File: config.mk
export PLATFORM = sky130hd
export DESIGN_NAME = vrt_div
export DESIGN_NICKNAME = d
export VERILOG_FILES = /design/src/voxel_ray_traversal_assert.svh /design/src/vrt_pkg.sv /design/src/vrt_div.sv
export SDC_FILE = /design/constraint.sdc
export NUM_CORES = 1
export LEC_CHECK = 0
export BUFFER_PORTS_ARGS = -buffer_cell sky130_fd_sc_hd__buf_2
export CAP_MARGIN = 20
export CORE_MARGIN = 5
export CORE_UTILIZATION = 39
export DETAILED_ROUTE_END_ITERATION = 10
export MAX_ROUTING_LAYER = met4
export PLACE_DENSITY_LB_ADDON = 0.1
export SYNTH_ARGS = -nofsm -noshare
export SYNTH_HDL_FRONTEND = slang
export SYNTH_SLANG_ARGS = --single-unit
File: constraint.sdc
create_clock -name clk -period 5.65 [get_ports clk]
set_clock_uncertainty 0.2 [all_clocks]
set_input_delay 1.13 -clock clk [delete_from_list [all_inputs] [get_ports clk]]
set_output_delay 1.13 -clock clk [all_outputs]
set_load 0.05 [all_outputs]
File: src/voxel_ray_traversal_assert.svh
// ============================================================================
// Assertion macros for the voxel ray traversal block
// Concurrent checks on the block clock; they fall away when SYNTH is set.
// ============================================================================
`ifndef VOXEL_RAY_TRAVERSAL_ASSERT_SVH
`define VOXEL_RAY_TRAVERSAL_ASSERT_SVH
`ifndef SYNTH
// Same-cycle implication, held off during reset.
`define VRT_IMPLY(lbl, ante, cons, msg) \
  lbl: assert property (@(posedge clk) disable iff (rst) (ante) |-> (cons)) else $error(msg);
// Next-cycle implication, held off during reset.
`define VRT_NEXT(lbl, ante, cons, msg) \
  lbl: assert property (@(posedge clk) disable iff (rst) (ante) |=> (cons)) else $error(msg);
`else
`define VRT_IMPLY(lbl, ante, cons, msg)
`define VRT_NEXT(lbl, ante, cons, msg)
`endif
`endif

File: src/vrt_pkg.sv
// ============================================================================
// vrt_pkg
// Shared constants, types and codes of the voxel ray traversal block.
// ============================================================================
package vrt_pkg;

  // Grid geometry.
  localparam int MAX_DIM = 32;
  localparam int CW      = $clog2(MAX_DIM);
  localparam int ADDR_W  = 3 * CW;
  localparam int ROW_W   = 2 * CW;
  localparam int ROWS    = MAX_DIM * MAX_DIM;
  localparam int CELLS   = MAX_DIM * MAX_DIM * MAX_DIM;
  localparam int SIZE_W  = 6;
  localparam int CPOS_W  = CW + 2;

  // Fixed-point widths.
  localparam int FRAC    = 16;
  localparam int T_W     = 64;
  localparam int NUM_W   = 34;
  localparam int MAG_W   = NUM_W - 1;
  localparam int DVD_W   = MAG_W + FRAC;
  localparam int DEN_W   = 18;
  localparam int CNT_W   = $clog2(DVD_W + 1);
  localparam int PROD_W  = DEN_W + 33;
  localparam int P_W     = 36;

  // Walk step limit.
  localparam int GUARD_LIMIT = 3 * MAX_DIM + 4;
  localparam int GUARD_W     = $clog2(GUARD_LIMIT + 1);

  localparam logic signed [T_W-1:0] NO_BOUNDARY = T_W'(64'sd1 <<< 62);

  // Configuration bus.
  localparam int PADDR_W = 4;
  localparam logic [1:0] REG_SIZE_X = 2'd0;
  localparam logic [1:0] REG_SIZE_Y = 2'd1;
  localparam logic [1:0] REG_SIZE_Z = 2'd2;

  // Request kinds.
  localparam logic REQ_WRITE = 1'b0;
  localparam logic REQ_RAY   = 1'b1;

  // Face codes.
  localparam logic [1:0] AXIS_X    = 2'd0;
  localparam logic [1:0] AXIS_Y    = 2'd1;
  localparam logic [1:0] AXIS_Z    = 2'd2;
  localparam logic [1:0] FACE_NONE = 2'b00;
  localparam logic [1:0] FACE_POS  = 2'b01;
  localparam logic [1:0] FACE_NEG  = 2'b11;

  typedef struct packed {
    logic        req_type;
    logic [4:0]  cell_x;
    logic [4:0]  cell_y;
    logic [4:0]  cell_z;
    logic [31:0] cell_color;
    logic [31:0] origin_x;
    logic [31:0] origin_y;
    logic [31:0] origin_z;
    logic [17:0] dir_x;
    logic [17:0] dir_y;
    logic [17:0] dir_z;
    logic [31:0] max_t;
  } item_t;

  typedef struct packed {
    logic        hit;
    logic [31:0] hit_t;
    logic [31:0] hit_color;
    logic [1:0]  face_axis;
    logic [1:0]  face_sign;
    logic [4:0]  hit_x;
    logic [4:0]  hit_y;
    logic [4:0]  hit_z;
  } res_t;

  typedef struct packed {
    logic              rd;
    logic              wr;
    logic [ADDR_W-1:0] addr;
    logic [31:0]       color;
  } grid_req_t;

  typedef struct packed {
    logic             start;
    logic [MAG_W-1:0] num_mag;
    logic             num_neg;
    logic [DEN_W-1:0] den;
  } div_req_t;

  typedef struct packed {
    logic                  busy;
    logic                  done;
    logic signed [T_W-1:0] quo;
  } div_rsp_t;

endpackage

File: src/vrt_div.sv
// ============================================================================
// vrt_div
// Restoring divider, one quotient bit a cycle: (num * 2^16) / den, truncated
// toward zero, as a signed 64-bit result.
// ============================================================================
module vrt_div (
  input  logic               clk,
  input  logic               rst,
  input  vrt_pkg::div_req_t  req,
  output vrt_pkg::div_rsp_t  rsp
);

  logic                             busy;
  logic                             done;
  logic [vrt_pkg::CNT_W-1:0]        cnt;
  logic [vrt_pkg::DVD_W-1:0]        quo;
  logic [vrt_pkg::DEN_W:0]          rem;
  logic [vrt_pkg::DEN_W-1:0]        den;
  logic                             neg;
  logic [vrt_pkg::DEN_W:0]          rem_sh;
  logic [vrt_pkg::DEN_W:0]          diff;
  logic [vrt_pkg::DEN_W-1:0]        den_mag;
  logic signed [vrt_pkg::T_W-1:0]   quo_ext;

  // Divisor magnitude taken at start.
  assign den_mag = req.den[vrt_pkg::DEN_W-1] ? (~req.den + 1'b1) : req.den;

  // One restoring step.
  assign rem_sh = {rem[vrt_pkg::DEN_W-1:0], quo[vrt_pkg::DVD_W-1]};
  assign diff   = rem_sh - {1'b0, den};

  always_ff @(posedge clk) begin
    if (rst) begin
      busy <= 1'b0;
      done <= 1'b0;
      cnt  <= '0;
    end else begin
      done <= 1'b0;
      if (req.start && !busy) begin
        busy <= 1'b1;
        cnt  <= vrt_pkg::CNT_W'(vrt_pkg::DVD_W);
      end else if (busy) begin
        cnt <= cnt - 1'b1;
        if (cnt == vrt_pkg::CNT_W'(1)) begin
          busy <= 1'b0;
          done <= 1'b1;
        end
      end
    end
  end

  // Datapath registers carry no reset.
  always_ff @(posedge clk) begin
    if (req.start && !busy) begin
      quo <= {req.num_mag, {vrt_pkg::FRAC{1'b0}}};
      rem <= '0;
      den <= den_mag;
      neg <= req.num_neg ^ req.den[vrt_pkg::DEN_W-1];
    end else if (busy) begin
      if (!diff[vrt_pkg::DEN_W]) begin
        rem <= diff;
        quo <= {quo[vrt_pkg::DVD_W-2:0], 1'b1};
      end else begin
        rem <= rem_sh;
        quo <= {quo[vrt_pkg::DVD_W-2:0], 1'b0};
      end
    end
  end

  // Apply the sign of the quotient.
  assign quo_ext = $signed({{(vrt_pkg::T_W - vrt_pkg::DVD_W){1'b0}}, quo});
  assign rsp.busy = busy;
  assign rsp.done = done;
  assign rsp.quo  = neg ? -quo_ext : quo_ext;

endmodule

## Word-level counts from Yosys, hierarchy flattened

Cells that the tools add are included.

- Bitwise logic cells: 3
- Eq/ne operators: 1
- Add/subtract/negate cells: 4
- Reductions and logical operators: 5
- Multiplexer cells: 12

Operators with widths:

| cell | number |
|---|---|
| two-way mux 49 bit | 2 |
| two-way mux 64 bit | 1 |
| negation 49 -> 64 bit | 1 |
| subtractor 19 x 18 -> 19 bit | 1 |
| adder 18 x 1 -> 18 bit (second input constant) | 1 |
| two-way mux 18 bit | 1 |
| NOT 18 bit | 1 |
| two-way mux 17 bit | 1 |
| two-way mux 6 bit | 2 |
| equality test 6 x 1 -> 1 bit (second input constant) | 1 |
| subtractor 6 x 1 -> 6 bit (second input constant) | 1 |
| two-way mux 1 bit | 5 |
| OR reduction 3 bit | 1 |
| nonzero test 2 bit | 1 |
| OR reduction 2 bit | 1 |
| logical AND 1 bit | 1 |
| zero test 1 bit | 1 |
| NOT 1 bit | 1 |
| bitwise XOR 1 bit | 1 |

- Bits in registers: 94
- Logic and storage cells: 35
- Output and inout port bits: 66
- Input port bits: 55

## Logic depth before layout (Yosys ltp)

Gate-level depths: netlist of run 1.

- Depth in word-level cells: 4
- Depth in mapped cells: 13
- Depth with buffers taken out: 10

## Worst setup path before layout of run 1

OpenSTA, ideal clock, no wires.

- Path kind: register -> output
- From: register quo[36] (netlist name)
- To: output rsp[48] (netlist name)
- Buffers on the path: 1
- Required time: 4320 ps
- Cell stages (with the launch flop): 9
- Data arrival time: 3368 ps
- Setup slack: 952 ps
- Cells stage by stage: edfxtp_1 -> or4_4 -> or4_4 -> or3_4 -> or4_4 -> or3_1 -> buf_6 -> o31ai_1 -> xnor2_1

RTL lines:

| element | line | source |
|---|---|---|
| start, declared | vrt_div.sv:16 | `logic [vrt_pkg::DVD_W-1:0] quo;` |
| start signal, assigned | vrt_div.sv:55 | `quo <= {req.num_mag, {vrt_pkg::FRAC{1'b0}}};` |
| start signal, assigned | vrt_div.sv:62 | `quo <= {quo[vrt_pkg::DVD_W-2:0], 1'b1};` |
| start signal, assigned | vrt_div.sv:65 | `quo <= {quo[vrt_pkg::DVD_W-2:0], 1'b0};` |
| end, declared | vrt_div.sv:10 | `output vrt_pkg::div_rsp_t rsp` |

==> results.toml, run 1 <==
[run_status]
status = "finished clean"

[cells_and_area]
syn2layout_area_growth_pct = 17.0
multi_input_area_sq_um = 3440
final_common_cell = "buf_2"
design_area_sq_um = 7220
fin_util_pct = 45.9
layoutNonFillerInstCount = 984
n_fill_cell = 1543
fin_nets = 840
seq_area_sq_um = 2400
layout-drive-gt1-share_pct = 20.3
final_cell_mix = "120 x buf_2, 88 x nand2_1, 71 x xnor2_1"

[setup_path]
crit_buf_inv = 1
start_kind = "flop"
critical_path.cell_chain = "or4_4, or4_4, or3_4, or4_4, or3_1, o31ai_1, xnor2_1, buf_2"
critical_path.top_delay_family = "simple AND/OR/NAND/NOR gates"
worst_ep_arrival_time_ps = 3970
rr_worst_depth = 10
cp_max_fo = 17
criticalPathCategory = "reg -> out"
cp_slowest_cell = "or4_4"
worst-path-stages = 8
critPathRequiredTime_ps = 4320
critPathMostFrequentCell = "or4_4"
slowest_delay_ps = 590
end_kind = "primary output"

[synthesis]
synth_seq_cells = 94
synth_nets = 749
netlist_area_sq_um = 6170
ys_seq_area_share_pct = 38.9
synth_area_leaders = "edfxtp_1 25%, dfxtp_1 14%, xnor2_1 10%, nand2_1 5.4%, a22o_1 4.5%"
synthCells = 671
yosysWarnings = 0
post_synth.cell_area_avg_sq_um = 9.19
yosys.area.top_type = "edfxtp_1"
synth_flop_cell = "edfxtp_1"
synthDistinctLibCells = 64
synth_top_area_share_pct = 25.3
synthArstFlopShare_pct = 0
synth-edff-count = 52

[pwr]
switching_share_pct = 41.2
powerDensity_nw_per_um2 = 357
max-vdd-ir-drop_v = 0.000169
power_mw = 2.57
combPwrFrac_pct = 41.0
p_leak_nw = 2.88
clockPowerShare_pct = 23.9
switching_power_mw = 1.06
pwr-share-seq_pct = 35.1
internal_power_mw = 1.51

[clock_tree]
clock_latency_ps = 350
path_clk_slew_ps = 70
cts_root_buffer = "clkbuf_16"
cts_num_sinks = 94
cts_max_path_buffers = 2
cts_tree = "built"
h-tree-depth = 3
post_cts_buffers = 0
cts_buffers = 9
cts_resized = 0
hold_buffers = 0

[placement]
io_buffers = 120
dp.cells = 966
place_ws_ps = 754
gp_congestion = 0.848
dp_hpwl_um = 11600
place_area_sq_um = 6890

[routing]
first_pass_iters = 5
drtIter0Drc = 386
via_per_inst = 5.42
num_vias = 5334
wl_um = 15900
drtAntennaViolNets = 0
drc = 0
wl_per_cell_um = 16.1

[timing]
finalCritPeriodShare_pct = 93.9
finalSetupViolCount = 0
min_period_ps = 5300
hold_ws_ps = 293
grt_setup_unrepaired = "false"
fmax_mhz = 189
slew_headroom_pct = 37.2
setup-tns-final_ps = 0
fin_ws_ps = 345
hold_violations = 0
slew_viol_final = 0
worstMarginPinSlew_ps = 938

[global_routing]
grt_overflow = 0
grt_pass1_wl_um = 25000
grt_pass1_vias = 4934
grt_max_degree = 76
antenna_found_initial = 1
grt.total_usage_pct = 17.2

[worst_hold_path]
hold_path.class = "reg -> reg"
hold_depth = 2

[floorplan]
die_w_um = 136
fp-row-count = 46
fp.coreArea_sq_um = 15700
die_area_sq_um = 18400
ioPinCount = 121
die_h_um = 136
start_util_pct = 39.3

[run]
drv_cap = 0
[cells in the mapped netlist, types with 4 or more instances]
library cell	instances
or4_1	4
nand4_1	6
o21a_1	6
o311ai_0	5
nor3_1	21
and2_1	4
ha_1	22
xnor2_1	71
o21ai_0	42
clkbuf_1	38
o31ai_1	28
nor2_1	21
a211oi_1	6
or2_2	4
nand3_1	8
o22ai_1	4
edfxtp_1	52
nand2_1	88
o41ai_1	8
o2111ai_1	4
o41a_1	15
a21o_1	4
a21oi_1	20
a22o_1	32
dfxtp_1	42
nand2b_1	4
or3_1	6
buf_1	4
xor2_1	9
inv_1	35
[state kept, by name, summed over array words and instances (netlist names)]
name  flops
neg       1
busy      1
quo      49
rem      18
done      1
cnt       6
den      18
[layout make-up]
class / instances / share of cell area [%]
well taps: 216 / 3.74
multi-input cells: 495 / 47.6
flip-flops and latches: 94 / 33.3
repair buffers: 127 / 9.33
clock inverters: 4 / 0.329
clock buffers: 12 / 3.85
inverters: 35 / 1.82
diodes: 1 / 0.0347
[path summary, 6_finish.rpt]
kind           start  endpoint  slack (ps)
max          quo[36]   rsp[48]         350
min           rem[4]    rem[4]         290
max reg2reg  quo[48]   rem[15]        1830
min reg2reg   rem[4]    rem[4]         290
[power by group through the flow]
| stage | combinational, mW | sequential (mW) | clock (mW) |
|---|---|---|---|
| finish | 1.06 | 0.902 | 0.616 |
| global route | 1.14 | 0.912 | 0.660 |
| CTS | 1.06 | 0.900 | 0.634 |
| detailed placement | 1.05 | 0.915 | 0 |
| global placement | 1.04 | 0.912 | 0 |
| floorplan | 0.835 | 0.881 | 0 |
[worst reg2reg max path, delay by kind of cell, from the launching register on]
| kind | cells | cell delay (ps) |
|---|---|---|
| buffers and inverters | 1 | 100 |
| DFF | 1 | 710 |
| and+or+nand+nor | 4 | 1360 |
| adders and majority gates | 2 | 660 |
| AOI/OAI and AO/OA | 3 | 670 |
[routing by layer]
metal,GRT usage [%],vias up,part of all wire (%)
met4,6.27,0,1.4
li1,-,2679,-
met1,22.5,2524,47
met2,27.3,120,47
met3,2.67,11,4.8
met5,-,-,0
[kinds of logic after synthesis]
family                   synth area share [%]
adder cells (fa/ha/maj)                  4.79
multiplexers                            0.345
buffers and inverters                    5.48
XOR/XNOR                                 11.4
AO/OA/AOI/OAI                            24.4
flip-flops                               38.9
AND/OR/NAND/NOR                          14.6
(Power assumes the default switching activity.)
==> run 2: changes to the inputs <==
--- a/config.mk
+++ b/config.mk
@@ -8,10 +8,10 @@
 export BUFFER_PORTS_ARGS = -buffer_cell sky130_fd_sc_hd__buf_2
 export CAP_MARGIN = 20
 export CORE_MARGIN = 5
-export CORE_UTILIZATION = 39
+export CORE_UTILIZATION = 50
 export DETAILED_ROUTE_END_ITERATION = 10
 export MAX_ROUTING_LAYER = met4
-export PLACE_DENSITY_LB_ADDON = 0.1
+export PLACE_DENSITY_LB_ADDON = 0.25
 export SYNTH_ARGS = -nofsm -noshare
 export SYNTH_HDL_FRONTEND = slang
 export SYNTH_SLANG_ARGS = --single-unit
==> run 2 against run 1 <==
Compared with the run above: register-to-register slack is essentially flat; fmax shrank 0.26%; die area shrank 20%; sequential share of layout area grew 0.43 points; combinational power is essentially flat; wire length shrank 4.7%; highest routed layer unchanged.
==> results.toml, run 2 (synthesis gave the netlist of run 1 again) <==
[floorplan]
die_w_um = 121
die_h_um = 121
fp-row-count = 40
die_area_sq_um = 14700
start_util_pct = 51.1
fp.coreArea_sq_um = 12100
ioPinCount = 121

[pwr]
switching_share_pct = 41.9
switching_power_mw = 1.07
power_mw = 2.56
pwr-share-seq_pct = 35.3
p_leak_nw = 2.87
powerDensity_nw_per_um2 = 359
combPwrFrac_pct = 41.2
clockPowerShare_pct = 23.6
internal_power_mw = 1.49
max-vdd-ir-drop_v = 0.000168

[routing]
wl_per_cell_um = 16.2
drc = 0
route.met2.wl_um = 7000
drtIter0Drc = 470
num_vias = 5465
wl_um = 15100
highest_layer = "met4"
via_per_inst = 5.84
drtAntennaViolNets = 0
wl_met1_um = 7000
wl_met3_um = 852
first_pass_iters = 5

[cells_and_area]
design_area_sq_um = 7130
final_common_cell = "buf_2"
fin_nets = 840
largest_register_ffs = 49
syn2layout_area_growth_pct = 15.5
layoutNonFillerInstCount = 935
final_cell_mix = "120 x buf_2, 88 x nand2_1, 71 x xnor2_1"
top_register = "quo"
layout-drive-gt1-share_pct = 20.3
reg_top3 = "quo (49), den (18), rem (18)"
diodes = 0

[timing]
hold_violations = 0
finalSetupViolCount = 0
hold_ws_ps = 295
worstMarginPinSlew_ps = 977
slew_viol_final = 0
min_period_ps = 5320
setup-tns-final_ps = 0
fmax_mhz = 188
finalCritPeriodShare_pct = 94.1
slew_headroom_pct = 34.6
grt_setup_unrepaired = "false"

[clock_tree]
hold_buffers = 0
cts_root_buffer = "clkbuf_16"
cts_buffers = 9
clock_latency_ps = 350
cts_tree = "built"
h-tree-depth = 3
cts_resized = 0
cts_max_path_buffers = 2
post_cts_buffers = 0
cts_num_sinks = 94
path_clk_slew_ps = 70

[setup_path]
worst_ep_arrival_time_ps = 3990
critPathRequiredTime_ps = 4320
criticalPathCategory = "reg -> out"
slowest_delay_ps = 580
critical_path.cell_chain = "or4_4, or4_4, or3_4, or4_4, or3_1, o31ai_1, xnor2_1, buf_2"
crit_buf_inv = 1
end_kind = "primary output"
cp_max_fo = 17
start_kind = "flop"
critPathMostFrequentCell = "or4_4"
cp_slowest_cell = "or3_1"
critical_path.top_delay_family = "simple AND/OR/NAND/NOR gates"

[run_status]
status = "finished clean"

[placement]
dp.cells = 919
gp_congestion = 0.852
place_area_sq_um = 6830
io_buffers = 120
dp_hpwl_um = 11200

[global_routing]
grt.total_usage_pct = 20.5
grt_overflow = 0
grt_pass1_wl_um = 24100
grt_pass1_vias = 4965
antenna_found_initial = 0
grt_max_degree = 65

[worst_hold_path]
hold_path.class = "reg -> reg"

[run]
drv_cap = 0
## run 2: changes by cell type in the layout (fill, tap and decap cells not counted), sizes merged
cell    change
diode       -1
clkbuf      -3
inv         +2
bufinv      +1
## run 2: final cells by class
type	instances	area (sq um)
clock buffer	9	225
clock inverter	7	67.6
fill	1046	4930
inverter	35	131
multi-input combinational	495	3440
sequential	94	2400
tap	168	210
timing repair buffer	127	653
## run 2: metrics by stage
step	util, %	setup slack (ps)
floorplan	-	952
global placement	56.7	807
CTS	59.1	347
detailed placement	56.7	741
global route	59.1	215
finish	59.1	332
## run 2: final timing paths
kind              startpoint      end  slack [ps]  cells after the start
setup / recovery     quo[35]  rsp[48]         330                      8
hold reg to reg       rem[4]   rem[4]         300                      2
setup reg to reg     quo[48]  rem[15]        1820                     10
hold / removal        rem[4]   rem[4]         300                      2
## run 2: layer usage
metal | global-route usage (%) | vias up
li1 | - | 2688
met1 | 27.6 | 2575
met2 | 31.9 | 182
met3 | 3.36 | 20
met4 | 6.52 | 0
met5 | - | -
## run 2: power by group through the flow
stage	clock network [mW]	registers (mW)	logic, mW
2_1_floorplan	0	0.881	0.835
3_3_place_gp	0	0.911	1.02
3_5_place_dp	0	0.916	1.05
4_1_cts	0.615	0.901	1.05
5_1_grt	0.644	0.914	1.13
6_report	0.603	0.903	1.05
## run 2: worst min-delay path: stages, from the launching register on
cell     delay (ps)
dfxtp_1         330
nand2_1          60
o31ai_1          60
==> run 3: changes to the inputs <==
--- a/config.mk
+++ b/config.mk
@@ -7,6 +7,7 @@
 export LEC_CHECK = 0
 export BUFFER_PORTS_ARGS = -buffer_cell sky130_fd_sc_hd__buf_2
 export CAP_MARGIN = 20
+export CORE_ASPECT_RATIO = 0.8
 export CORE_MARGIN = 5
 export CORE_UTILIZATION = 50
 export DETAILED_ROUTE_END_ITERATION = 10
==> run 3 against run 2 <==
Compared with the run above: final cell count shrank 1.7%; die area is essentially flat; first-iteration DRC count shrank 8.5%; cell area shrank 0.23%; sequential share of layout area grew 0.077 points; clock power grew 2%; wire length grew 8.0%; global-route usage grew 2.2 points; combinational power is essentially flat; critical path depth is the same; setup slack gained 9.0 ps; critical endpoint unchanged.
==> results.toml, run 3 (synthesis gave the netlist of run 1 again) <==
[pwr]
pwr-share-seq_pct = 35.3
p_leak_nw = 2.86
powerDensity_nw_per_um2 = 364
switching_share_pct = 41.8
combPwrFrac_pct = 40.9
switching_power_mw = 1.08
clockPowerShare_pct = 23.8
internal_power_mw = 1.51
max-vdd-ir-drop_v = 0.000183
power_mw = 2.59

[timing]
fin_ws_ps = 341
worstMarginPinSlew_ps = 1010
slew_headroom_pct = 32.4
finalCritPeriodShare_pct = 94.0
setup-tns-final_ps = 0
fmax_mhz = 188
hold_ws_ps = 294
grt_setup_unrepaired = "false"
finalSetupViolCount = 0
slew_viol_final = 0
hold_violations = 0
min_period_ps = 5310

[global_routing]
antenna_found_initial = 0
grt_util_met2_pct = 34.0
grt_max_degree = 65
grt_pass1_wl_um = 26200
grt_pass1_vias = 5169
grt_overflow = 0
use_met3_pct = 4.07
grt_busiest_layer = "met2"
grt.total_usage_pct = 22.7
use_met1_pct = 31.7

[setup_path]
rr_startpoint = "quo[48]"
critPathRequiredTime_ps = 4320
end_kind = "primary output"
worst_ep_arrival_time_ps = 3980
slowest_delay_ps = 590
cp-startpoint = "quo[35]"
rr_worst_depth = 10
critPathMostFrequentCell = "or4_4"
r2r_slack_ps = 1610
criticalPathCategory = "reg -> out"
crit_path_end = "rsp[48]"
cp_max_fo = 17
cp_slowest_cell = "or3_1"
reg2reg_to = "rem[15]"
critical_path.cell_chain = "or4_4, or4_4, or3_4, or4_4, or3_1, o31ai_1, xnor2_1, buf_2"
start_kind = "flop"

[floorplan]
fp.coreArea_sq_um = 12100
die_h_um = 109
fp-row-count = 36
die_area_sq_um = 14700
die_w_um = 134
ioPinCount = 121
start_util_pct = 50.9

[cells_and_area]
fin_nets = 840
seq_area_sq_um = 2400
top_register = "quo"
largest_register_ffs = 49
diodes = 0
design_area_sq_um = 7110
syn2layout_area_growth_pct = 15.3
n_fill_cell = 1058
layout-drive-gt1-share_pct = 20.3
final_cell_mix = "120 x buf_2, 88 x nand2_1, 71 x xnor2_1"
layoutNonFillerInstCount = 919
multi_input_area_sq_um = 3440
fin_util_pct = 58.7
reg_top3 = "quo (49), den (18), rem (18)"
final_common_cell = "buf_2"

[routing]
drtIter0Drc = 430
wl_um = 16300
via_per_inst = 6.05
wl_per_cell_um = 17.8
first_pass_iters = 5
num_vias = 5559
drtAntennaViolNets = 0
drc = 0

[clock_tree]
h-tree-depth = 3
cts_buffers = 9
cts_root_buffer = "clkbuf_16"
cts_num_sinks = 94
cts_resized = 0
clock_latency_ps = 350
cts_max_path_buffers = 2
path_clk_slew_ps = 70
post_cts_buffers = 0
cts_tree = "built"
hold_buffers = 0

[placement]
dp_hpwl_um = 11900
place_ws_ps = 721
place_area_sq_um = 6810
gp_congestion = 0.930
dp.cells = 903
io_buffers = 120

[run_status]
status = "finished clean"

[worst_hold_path]
hold_path.class = "reg -> reg"
hold_depth = 1

[run]
drv_cap = 0
## run 3: changes by cell type in the layout (fill, tap and decap cells not counted)
cell | previous run | this run
clkinv_4 | 1 | 0
bufinv_8 | 1 | 0
clkinv_2 | 0 | 1
inv_6 | 4 | 3
bufinv_16 | 0 | 1
inv_4 | 1 | 0
clkinvlp_2 | 0 | 2
## run 3: power by group through the flow
| stage | Clock [mW] | Sequential [mW] | Combinational [mW] |
|---|---|---|---|
| CTS | 0.627 | 0.909 | 1.05 |
| detailed placement | 0 | 0.924 | 1.05 |
| global placement | 0 | 0.919 | 1.03 |
| global route | 0.657 | 0.923 | 1.15 |
| finish | 0.617 | 0.913 | 1.06 |
| floorplan | 0 | 0.881 | 0.835 |
## run 3: cell type report
cell class | instances | share of cell area, %
Multi-Input combinational cell | 495 | 48.3
Sequential cell | 94 | 33.8
Timing Repair Buffer | 127 | 9.19
Clock buffer | 9 | 3.17
Tap cell | 152 | 2.67
Inverter | 35 | 1.85
Clock inverter | 7 | 1.00
## run 3: critical path: cells and delay by family (launching register included)
kind | cells | cell delay [ps]
compound gates | 1 | 370
xor+xnor | 1 | 150
buf+inv | 1 | 280
flops | 1 | 460
simple gates | 5 | 2380
## run 3: layer usage
layer  share of wire, %  vias up
met5                  0        -
met4                1.6        0
met3                6.5       24
met2                 46      226
met1                 46     2633
li1                   -     2676
## run 3: worst min-delay path by stage
| stage | from | end |
|---|---|---|
| finish | cnt[5] | done |
| global route | cnt[5] | done |
| CTS | cnt[5] | done |
| detailed placement | cnt[5] | done |
| global placement | cnt[5] | done |
| floorplan | cnt[5] | done |
